$ cat src/sv/c2p_pkg.sv
// Shared types, constants and tables of the Cartesian-to-polar converter.
`timescale 1ns / 1ps
`default_nettype none
package c2p_pkg;

  // Default number of rotation cells, and the limits of the table below.
  localparam int C2P_STAGES     = 16;
  localparam int C2P_MAX_STAGES = 24;

  // Input and output widths.
  localparam int C2P_IN_W    = 16;
  localparam int C2P_GUARD_W = 8;
  // Datapath x and y: sign, one growth bit for the negated corner, gain growth.
  localparam int C2P_XY_W    = 27;
  // Angle accumulator, Q.24 radians, room for pi plus the table sum.
  localparam int C2P_Z_W     = 28;
  localparam int C2P_GAIN_W  = 24;
  localparam int C2P_MAGX_W  = 26;
  localparam int C2P_PROD_W  = C2P_MAGX_W + C2P_GAIN_W;

  localparam logic signed [C2P_Z_W-1:0] C2P_ANG_PI = C2P_Z_W'(52707179);
  localparam logic [15:0] C2P_MAG_MAX   = 16'd46341;
  localparam logic signed [15:0] C2P_PHASE_MAX = 16'sd25736;

  // round(atan(2^-i) * 2^24)
  localparam logic [C2P_Z_W-1:0] C2P_ATAN [C2P_MAX_STAGES] = '{
    28'd13176795, 28'd7778716, 28'd4110060, 28'd2086331, 28'd1047214, 28'd524117,
    28'd262123, 28'd131069, 28'd65536, 28'd32768, 28'd16384, 28'd8192,
    28'd4096, 28'd2048, 28'd1024, 28'd512, 28'd256, 28'd128,
    28'd64, 28'd32, 28'd16, 28'd8, 28'd4, 28'd2
  };

  // round(2^24 / K) for stage counts 8 to 24.
  localparam logic [C2P_GAIN_W-1:0] C2P_INV_GAIN [17] = '{
    24'd10188117, 24'd10188040, 24'd10188020, 24'd10188015, 24'd10188014,
    24'd10188014, 24'd10188014, 24'd10188014, 24'd10188014, 24'd10188014,
    24'd10188014, 24'd10188014, 24'd10188014, 24'd10188014, 24'd10188014,
    24'd10188014, 24'd10188014
  };

  // Number of rotation cells actually built for a given stage setting.
  function automatic int c2p_stage_count(int stages);
    int n;
    n = stages;
    if (n > C2P_MAX_STAGES) n = C2P_MAX_STAGES;
    if (n < 1) n = 1;
    return n;
  endfunction

  // Gain correction for a stage setting, nearest table entry outside 8..24.
  function automatic logic [C2P_GAIN_W-1:0] c2p_inv_gain(int stages);
    int gi;
    gi = stages - 8;
    if (gi < 0) gi = 0;
    if (gi > 16) gi = 16;
    return C2P_INV_GAIN[gi];
  endfunction

  // Vector handed from cell to cell.
  typedef struct packed {
    logic                      vld;
    logic                      zero;
    logic signed [C2P_XY_W-1:0] x;
    logic signed [C2P_XY_W-1:0] y;
    logic signed [C2P_Z_W-1:0]  z;
  } c2p_vec_t;

endpackage
`default_nettype wire

$ cat src/sv/c2p_pre.sv
// Input conditioning: folds the left half-plane over and scales up by the guard bits.
`timescale 1ns / 1ps
`default_nettype none
module c2p_pre import c2p_pkg::*; (
  input  wire logic                       clk_i,
  input  wire logic                       rst_ni,
  input  wire logic                       req_i,
  input  wire logic signed [C2P_IN_W-1:0] real_in_i,
  input  wire logic signed [C2P_IN_W-1:0] imag_in_i,
  output c2p_vec_t                        vec_o
);

  logic                       vld_q;
  c2p_vec_t                   pay_d, pay_q;
  logic signed [C2P_IN_W:0]   xe, ye;

  always_comb begin
    xe = {real_in_i[C2P_IN_W-1], real_in_i};
    ye = {imag_in_i[C2P_IN_W-1], imag_in_i};
    pay_d      = '0;
    pay_d.zero = (real_in_i == '0) && (imag_in_i == '0);
    pay_d.z    = '0;
    // A vector in the left half-plane is negated and starts from plus or minus pi.
    if (real_in_i[C2P_IN_W-1]) begin
      xe      = -xe;
      ye      = -ye;
      pay_d.z = imag_in_i[C2P_IN_W-1] ? -C2P_ANG_PI : C2P_ANG_PI;
    end
    pay_d.x = {{(C2P_XY_W-C2P_IN_W-1-C2P_GUARD_W){xe[C2P_IN_W]}}, xe, {C2P_GUARD_W{1'b0}}};
    pay_d.y = {{(C2P_XY_W-C2P_IN_W-1-C2P_GUARD_W){ye[C2P_IN_W]}}, ye, {C2P_GUARD_W{1'b0}}};
  end

  always_ff @(posedge clk_i or negedge rst_ni) begin
    if (!rst_ni) begin
      vld_q <= 1'b0;
    end else begin
      vld_q <= req_i;
    end
  end

  always_ff @(posedge clk_i) begin
    pay_q <= pay_d;
  end

  always_comb begin
    vec_o     = pay_q;
    vec_o.vld = vld_q;
  end

endmodule
`default_nettype wire

$ cat src/sv/c2p_cell.sv
// One vectoring rotation cell of the chain, with its fixed shift and angle.
`timescale 1ns / 1ps
`default_nettype none
module c2p_cell import c2p_pkg::*; #(
  parameter int IDX = 0
) (
  input  wire logic     clk_i,
  input  wire logic     rst_ni,
  input  wire c2p_vec_t vec_i,
  output c2p_vec_t      vec_o
);

  localparam logic signed [C2P_Z_W-1:0] Atan = C2P_ATAN[IDX];

  logic                        vld_q;
  c2p_vec_t                    pay_d, pay_q;
  logic signed [C2P_XY_W-1:0]  dx, dy;

  always_comb begin
    dx    = vec_i.y >>> IDX;
    dy    = vec_i.x >>> IDX;
    pay_d = vec_i;
    // Rotate toward the real axis: the sign of y picks the direction.
    if (!vec_i.y[C2P_XY_W-1]) begin
      pay_d.x = vec_i.x + dx;
      pay_d.y = vec_i.y - dy;
      pay_d.z = vec_i.z + Atan;
    end else begin
      pay_d.x = vec_i.x - dx;
      pay_d.y = vec_i.y + dy;
      pay_d.z = vec_i.z - Atan;
    end
  end

  always_ff @(posedge clk_i or negedge rst_ni) begin
    if (!rst_ni) begin
      vld_q <= 1'b0;
    end else begin
      vld_q <= vec_i.vld;
    end
  end

  always_ff @(posedge clk_i) begin
    pay_q <= pay_d;
  end

  always_comb begin
    vec_o     = pay_q;
    vec_o.vld = vld_q;
  end

endmodule
`default_nettype wire

$ cat src/sv/c2p_post.sv
// Output stages: gain correction, rounding and saturation of magnitude and phase.
`timescale 1ns / 1ps
`default_nettype none
module c2p_post import c2p_pkg::*; #(
  parameter int STAGES = C2P_STAGES
) (
  input  wire logic         clk_i,
  input  wire logic         rst_ni,
  input  wire c2p_vec_t     vec_i,
  output logic              done_o,
  output logic [15:0]       magnitude_o,
  output logic signed [15:0] phase_o
);

  localparam logic [C2P_GAIN_W-1:0] InvGain = c2p_inv_gain(STAGES);
  localparam int PhW = C2P_Z_W + 1 - 11;

  logic                      vld_q, done_q;
  logic [C2P_MAGX_W-1:0]     xm;
  logic [C2P_PROD_W-1:0]     prod_d, prod_q;
  logic signed [C2P_Z_W:0]   zr;
  logic signed [PhW-1:0]     ph;
  logic signed [15:0]        phase_d, phase_q, phase_out_q;
  logic                      zero_q;
  logic [C2P_PROD_W:0]       mr;
  logic [C2P_PROD_W-32:0]    mag_full;
  logic [15:0]               mag_d, mag_q;

  // First stage: multiply by the gain correction, round and clamp the angle.
  always_comb begin
    xm     = vec_i.x[C2P_XY_W-1] ? '0 : vec_i.x[C2P_MAGX_W-1:0];
    prod_d = C2P_PROD_W'(xm) * C2P_PROD_W'(InvGain);
    zr     = {vec_i.z[C2P_Z_W-1], vec_i.z} + (C2P_Z_W+1)'(1024);
    ph     = PhW'(zr >>> 11);
    if (ph > PhW'(C2P_PHASE_MAX)) begin
      phase_d = C2P_PHASE_MAX;
    end else if (ph < -PhW'(C2P_PHASE_MAX)) begin
      phase_d = -C2P_PHASE_MAX;
    end else begin
      phase_d = ph[15:0];
    end
  end

  // Second stage: round and saturate the magnitude; zero input forces zeros.
  always_comb begin
    mr       = {1'b0, prod_q} + (C2P_PROD_W+1)'(64'd2147483648);
    mag_full = mr[C2P_PROD_W:32];
    if (mag_full > (C2P_PROD_W-31)'(C2P_MAG_MAX)) begin
      mag_d = C2P_MAG_MAX;
    end else begin
      mag_d = mag_full[15:0];
    end
    if (zero_q) begin
      mag_d = '0;
    end
  end

  always_ff @(posedge clk_i or negedge rst_ni) begin
    if (!rst_ni) begin
      vld_q  <= 1'b0;
      done_q <= 1'b0;
    end else begin
      vld_q  <= vec_i.vld;
      done_q <= vld_q;
    end
  end

  always_ff @(posedge clk_i) begin
    prod_q      <= prod_d;
    phase_q     <= phase_d;
    zero_q      <= vec_i.zero;
    mag_q       <= mag_d;
    phase_out_q <= zero_q ? '0 : phase_q;
  end

  assign done_o      = done_q;
  assign magnitude_o = mag_q;
  assign phase_o     = phase_out_q;

endmodule
`default_nettype wire

$ cat src/sv/cartesian_to_polar.sv
// Top level of the Cartesian-to-polar converter: input stage, rotation chain, output stages.
// A new sample may be started in every clock cycle; busy_o never rises. Each sample's
// magnitude and phase appear with done_o after passing through one input stage, one register
// per rotation cell of the chain, and two output stages for the gain multiply and the
// rounding. The receiver cannot stall the results.
`timescale 1ns / 1ps
`default_nettype none
module cartesian_to_polar import c2p_pkg::*; #(
  parameter int STAGES = C2P_STAGES
) (
  input  wire logic                 clk_i,
  input  wire logic                 rst_ni,
  input  wire logic                 start_i,
  output logic                      busy_o,
  input  wire logic signed [15:0]   real_in_i,
  input  wire logic signed [15:0]   imag_in_i,
  output logic                      done_o,
  output logic [15:0]               magnitude_o,
  output logic signed [15:0]        phase_o
);

  localparam int NCells = c2p_stage_count(STAGES);

  c2p_vec_t chain [NCells+1];

  assign busy_o = 1'b0;

  c2p_pre u_pre (
    .clk_i     (clk_i),
    .rst_ni    (rst_ni),
    .req_i     (start_i),
    .real_in_i (real_in_i),
    .imag_in_i (imag_in_i),
    .vec_o     (chain[0])
  );

  for (genvar i = 0; i < NCells; i++) begin : g_cell
    c2p_cell #(.IDX(i)) u_cell (
      .clk_i  (clk_i),
      .rst_ni (rst_ni),
      .vec_i  (chain[i]),
      .vec_o  (chain[i+1])
    );
  end

  c2p_post #(.STAGES(STAGES)) u_post (
    .clk_i       (clk_i),
    .rst_ni      (rst_ni),
    .vec_i       (chain[NCells]),
    .done_o      (done_o),
    .magnitude_o (magnitude_o),
    .phase_o     (phase_o)
  );

endmodule
`default_nettype wire

$ cat config.mk
export PLATFORM = sky130hd
export DESIGN_NAME = cartesian_to_polar
export DESIGN_NICKNAME = d
export VERILOG_FILES = /design/src/sv/c2p_pkg.sv /design/src/sv/c2p_pre.sv /design/src/sv/c2p_cell.sv /design/src/sv/c2p_post.sv /design/src/sv/cartesian_to_polar.sv
export SDC_FILE = /design/constraint.sdc
export NUM_CORES = 2
export LEC_CHECK = 0
export ABC_AREA = 1
export BUFFER_PORTS_ARGS = -buffer_cell sky130_fd_sc_hd__buf_2
export CORE_UTILIZATION = 63
export DETAILED_ROUTE_END_ITERATION = 16
export PLACE_DENSITY_LB_ADDON = 0.12
export SLEW_MARGIN = 20
export SYNTH_ARGS = -nofsm -noshare
export SYNTH_HDL_FRONTEND = slang
export SYNTH_SLANG_ARGS = --single-unit
export TNS_END_PERCENT = 1
$ cat constraint.sdc
create_clock -name clk_i -period 15.2 [get_ports clk_i]
set_input_delay 0.76 -clock clk_i [delete_from_list [all_inputs] [get_ports clk_i]]
set_output_delay 0.76 -clock clk_i [all_outputs]
set_load 0.1 [all_outputs]
=== Yosys cells after proc, flatten, opt, wreduce, memory -nomap -nowiden ===
Cells that the tools add are included.

* Input bits: 35
* Output and inout port bits: 34
* Word-level logic and storage cells: 224
* Register bits after elaboration: 1481

* $add $sub $neg: 99
* Multiply operators: 1
* Magnitude comparators: 3
* Reduce and logical (&&, ||, !) cells: 5
* Muxes and demuxes: 22

{| class="wikitable"
|+ Operator list
! kind !! number
|-
| two-way mux 82 bit || 16
|-
| adder 28 x 18 -> 28 bit, second input constant || 2
|-
| subtractor 28 x 18 -> 28 bit, second input constant || 2
|-
| adder 27 x 12 -> 27 bit || 2
|-
| adder 27 x 13 -> 27 bit || 2
|-
| adder 27 x 14 -> 27 bit || 2
|-
| adder 27 x 15 -> 27 bit || 2
|-
| adder 27 x 16 -> 27 bit || 2
|-
| adder 27 x 17 -> 27 bit || 2
|-
| adder 27 x 18 -> 27 bit || 2
|-
| adder 27 x 19 -> 27 bit || 2
|-
| adder 27 x 20 -> 27 bit || 2
|-
| adder 27 x 21 -> 27 bit || 2
|-
| adder 27 x 22 -> 27 bit || 2
|-
| adder 27 x 23 -> 27 bit || 2
|-
| adder 27 x 24 -> 27 bit || 2
|-
| adder 27 x 25 -> 27 bit || 2
|-
| adder 27 x 26 -> 27 bit || 2
|-
| subtractor 27 x 12 -> 27 bit || 2
|-
| subtractor 27 x 13 -> 27 bit || 2
|-
| subtractor 27 x 14 -> 27 bit || 2
|-
| subtractor 27 x 15 -> 27 bit || 2
|-
| subtractor 27 x 16 -> 27 bit || 2
|-
| subtractor 27 x 17 -> 27 bit || 2
|-
| other kinds (53) || 68
|}

=== Depth between registers and ports, before layout ===
* Depth in word-level cells: 3
* Depth in mapped cells: 32
* Mapped depth without buffers: 32

=== Modules after synthesis ===
A second synthesis with hierarchy kept.

* Cell total of the unflattened synthesis: 23715
* Area total of the unflattened synthesis: 147509.0 um2

{| class="wikitable"
|+ Modules (own cells, without submodules)
! module !! area each (um2) !! cells each !! sequential area each (um2) !! times used
|-
| c2p_post || 16296.9 || 2100 || 1411.4 || 1
|-
| c2p_cell at g_cell[0].u_cell || 9220.1 || 1536 || 1666.6 || 1
|-
| c2p_cell at g_cell[3].u_cell || 8986.1 || 1533 || 1686.6 || 1
|-
| c2p_cell at g_cell[5].u_cell || 8889.8 || 1497 || 1686.6 || 1
|-
| c2p_cell at g_cell[4].u_cell || 8853.5 || 1502 || 1686.6 || 1
|-
| c2p_cell at g_cell[1].u_cell || 8851.0 || 1476 || 1686.6 || 1
|-
| c2p_cell at g_cell[6].u_cell || 8728.4 || 1459 || 1686.6 || 1
|-
| c2p_cell at g_cell[2].u_cell || 8674.6 || 1458 || 1686.6 || 1
|-
| c2p_cell at g_cell[7].u_cell || 8605.8 || 1436 || 1686.6 || 1
|-
| c2p_cell at g_cell[15].u_cell || 7534.7 || 1211 || 1686.6 || 1
|-
| c2p_cell at g_cell[12].u_cell || 7370.8 || 1195 || 1686.6 || 1
|-
| c2p_cell at g_cell[13].u_cell || 7337.0 || 1197 || 1686.6 || 1
|-
| c2p_cell at g_cell[10].u_cell || 7298.2 || 1184 || 1686.6 || 1
|-
| c2p_cell at g_cell[14].u_cell || 7293.2 || 1198 || 1686.6 || 1
|-
| 5 more rows || n/a || n/a || n/a || n/a
|}

=== Worst setup path after synthesis ===
OpenSTA, ideal clock, no wires.

* Path type: reg2reg
* From: register g_cell[15].u_cell.pay_q (netlist bit g_cell[15].u_cell.vec_o[81])
* To: register u_post.prod_q[40]
* Clock period less this slack: 6.539 ns
* Path buffers: 3
* Arrival time: 6.427 ns
* Stages on the path, launching flop included: 28
* Slack: 8.661 ns
* Data required time: 15.088 ns
* Setup time: 0.112 ns
* Cells stage by stage: dfxtp_1 > buf_6 > buf_2 > inv_1 > clkbuf_1 > nand2_1 > inv_1 > fa_1 > inv_1 > fa_1 > fa_1 > inv_1 > fa_1 > fa_1 > fa_1 > inv_1 > fa_1 > inv_1 > ha_1 > nand2_1 > nor2_1 > inv_1 > nor4_1 > nand2_1 > nand4_1 > nand2_1 > nand3_1 > nand2_1

* Word-level cells in the longest chain between the ends: 2

{| class="wikitable"
|+ Ends and longest elaborated chain
! what !! line !! text
|-
| start, declared || c2p_cell.sv:16 || <nowiki>c2p_vec_t pay_d, pay_q;</nowiki>
|-
| start signal, assigned || c2p_cell.sv:44 || <nowiki>pay_q <= pay_d;</nowiki>
|-
| two-way mux 26 bit || c2p_post.sv:31 || <nowiki>xm = vec_i.x[C2P_XY_W-1] ? '0 : vec_i.x[C2P_MAGX_W-1:0];</nowiki>
|-
| multiplier 26 x 23 -> 49 bit || c2p_post.sv:32 || <nowiki>prod_d = C2P_PROD_W'(xm) * C2P_PROD_W'(InvGain);</nowiki>
|-
| via u_post.prod_d[40] || c2p_post.sv:20 || <nowiki>logic [C2P_PROD_W-1:0] prod_d, prod_q;</nowiki>
|-
| end signal, assigned || c2p_post.sv:69 || <nowiki>prod_q <= prod_d;</nowiki>
|-
| end, declared || c2p_post.sv:20 ||
|}

The timed path passes the listed nets, and every way through them passes these cells.
A chain may end at the register's enable or synchronous reset.

=== Final worst setup path ===
Same ends and word-level chain as after synthesis.

==> results.py <==
metrics = {
    "yosys": {
        "netlist.area_leader.share_pct": 23.3,
        "synth-edff-count": 0,
        "syn_inst": 14900,
        "synth_flop_cell": "dfxtp_1",
        "synthDistinctLibCells": 58,
        "synth.avg_cell_area_um2": 7.24,
        "yosysSeqAreaShare_pct": 23.8,
        "synthArstFlopShare_pct": 1.49,
        "syn_area_um2": 108000,
        "synth_area_leaders": "dfxtp_1, ha_1, nand2_1, xor2_1, inv_1",
        "ys_ff_latch": 1279,
        "synth_top_cell_by_area": "dfxtp_1",
        "ys_warn_count": 0,
    },
    "finish": {
        "final_cells": 17400,
        "drive_gt1_share_pct": 2.87,
        "area_growth_pct": 7.44,
        "fin_nets": 16700,
    },
    "cts": {
        "clock_sinks": 1279,
        "htreeDepth": 4,
        "cts-buffers-inserted": 145,
        "postCtsSetupRepairBufs": 0,
        "cts_root_buf": "clkbuf_16",
        "clk_latency_ns": 0.83,
        "cts_buffer_depth": 3,
        "ctsResizeCount": 0,
        "cts_tree": "built",
        "clk_pin_slew_worst_paths_ns": 0.07,
    },
    "sta": {
        "worstMarginPinSlew_ns": 1.01,
        "setup_tns_ns": 0,
        "slew_headroom_pct": 32.1,
        "fmax_mhz": 130,
        "hold_viol_final": 0,
        "finalCritPeriodShare_pct": 50.5,
        "fin_crit_ns": 7.68,
        "holdWs_ns": 0.0603,
        "layout_setup_ws_ns": 7.52,
        "fin_skew_ns": 0.0337,
        "grt_setup_unrepaired": "false",
        "setup_violations": 0,
        "drv_slew": 0,
    },
    "die": {
        "coreArea_um2": 170000,
        "die_w_um": 416,
        "fp-row-count": 151,
        "initial_core_util_pct": 63.6,
        "die_h_um": 416,
        "die_area_um2": 173000,
        "num_io_pins": 69,
    },
    "grt": {
        "first_global_vias": 98800,
        "grt_pass1_wl_um": 500000,
        "grt_max_degree": 43,
        "grt_antenna_before_repair": 2,
        "grtUsageTotal_pct": 35.2,
        "grt_overflow": 0,
    },
    "critical_path": {
        "worst-path-max-fanout": 21,
        "crit_end": "u_post.prod_q[40]",
        "cp-end-kind": "flop",
        "reg2reg_slack_ns": 7.52,
        "startpoint": "g_cell[15].u_cell.vec_o[81]",
        "path_class": "flop to flop",
        "crit_path_start_kind": "flop",
        "rr_startpoint": "g_cell[15].u_cell.vec_o[81]",
        "worst-endpoint-required_ns": 15.90,
        "regToRegEndpoint": "u_post.prod_q[40]",
        "arrival_ns": 8.38,
        "ff2ff_path_depth": 27,
    },
    "placement": {
        "post-dp-hpwl_um": 257000,
        "dp_cells": 17100,
        "portBuffers": 67,
        "place_ws_ns": 7.60,
        "place.gp.congestion": 1.02,
    },
    "route": {
        "drt-pass1-iter-count": 9,
        "routed_wl_um": 312000,
        "viasPerCell": 5.79,
        "ant_nets": 0,
        "route.detailed.drc": 0,
        "num_vias": 101000,
        "routedWlPerCell_um": 17.9,
        "first_iter_violations": 7864,
    },
    "worst_hold_path": {
        "hp-class": "primary input to flop",
    },
    "flow_run": {
        "cap_violations": 0,
    },
    "run_status": {
        "outcome": "finished clean",
    },
}
-- through the flow --
stage	util (%)	instance area, um2
floorplan	-	108000
global placement	65.3	111000
detailed placement	65.3	111000
CTS	68.4	116000
global route	68.4	116000
finish	68.4	116000
-- cell usage in the layout, fill, tap and decap left out, types with 35 or more instances in the layout --
cell          n
nor3_1      308
a21oi_1    1304
xor2_1     1084
nor2_1     1430
ha_1       1316
a21o_1      151
xnor2_1     418
fa_1        301
dfxtp_1    1259
a21boi_0     60
nor4_1       75
a31oi_1     139
buf_2        67
nand2_1    2710
inv_1      2244
o31ai_1      37
o21ai_0     744
nand4_1     197
o21bai_1    118
clkbuf_16   150
o21a_1       35
nand3_1     607
o211ai_1     49
-- cell type report --
class	instances	area, um2
inverters	2258	8480
well taps	2218	2780
repair buffers	100	586
clock buffers	179	4020
clock inverters	85	1100
diodes	1	2.50
fillers	14400	53700
multi-input cells	11300	73400
flip-flops and latches	1279	25700
-- logic make-up after synthesis --
kind of cell	Yosys count	share of synthesized area, %
other	1	0.00347
adder cells (fa/ha/maj)	1617	20.8
AND/OR/NAND/NOR	5453	21.0
buffers and inverters	2369	8.26
XOR/XNOR	1502	12.2
flip-flops	1279	23.8
AO/OA/AOI/OAI	2708	13.9
-- layer usage --
layer / part of all wire, % / GRT usage (%) / wire (um) / vias to the layer above
met5: 0.0035 / 0 / 11 / -
met4: 5.9 / 19.5 / 18400 / 2
met2: 49 / 62.7 / 151000 / 3930
li1: - / - / - / 49100
met3: 5.6 / 4.55 / 17600 / 986
met1: 40 / 40.5 / 124000 / 46700
-- registers in the layout (all words and copies together) (netlist names), 16 cells and up --
name	flops
g_cell.u_cell.vec_o	1154
g_cell.u_cell.vld_q	16
u_post.magnitude_o	16
u_post.phase_o	16
u_post.phase_q	16
u_post.prod_q	19
u_pre.vec_o	38
-- cell usage after synthesis (35+ instances only) --
cell,instances
o31ai_1,37
nor3_1,308
a21oi_1,1304
nand3_1,607
o21bai_1,118
nor4_1,75
o21ai_0,744
clkbuf_1,87
dfxtp_1,1260
ha_1,1316
xnor2_1,418
fa_1,301
o21a_1,35
inv_1,2244
nor2_1,1430
a21boi_0,60
a31oi_1,139
a21o_1,151
nand4_1,197
nand2_1,2710
o211ai_1,49
xor2_1,1084
-- repair_timing --
item                                    4_1_cts  5_1_grt
hold buffers                                  1        0
endpoints found under the hold margin        19        0
endpoints found under the setup margin        0        0
-- worst min path at each step --
stage / cells after the start / from / end
floorplan: 0 / u_pre.vec_o[82] / g_cell[0].u_cell.vec_o[82]
global placement: 0 / g_cell[8].u_cell.vec_o[82] / g_cell[9].u_cell.vec_o[82]
detailed placement: 0 / g_cell[0].u_cell.vec_o[1] / g_cell[1].u_cell.vec_o[1]
CTS: 1 / start_i / u_pre.vld_q
global route: 1 / start_i / u_pre.vld_q
finish: 1 / start_i / u_pre.vld_q
-- critical path, cell delays in order (launching register included) --
cell and delay [ns]:
dfxtp_1 0.30, buf_4 0.23, inv_1 0.34, nand2_1 0.43
nor2_1 0.52, nor2_1 0.24, ha_1 0.24, or2_2 0.29
inv_1 0.07, fa_1 0.45, fa_1 0.53, inv_1 0.05
fa_1 0.50, fa_1 0.54, fa_1 0.54, inv_1 0.05
fa_1 0.52, inv_1 0.04, ha_1 0.30, nand2_1 0.14
nor2_1 0.18, inv_1 0.08, nor4_1 0.47, nand2_1 0.10
nand4_1 0.15, nand2_1 0.09, nand3_1 0.07, nand2_1 0.05
Power is not shown: default switching activity piles up to over one toggle a cycle in this logic, so the estimate is an artifact.
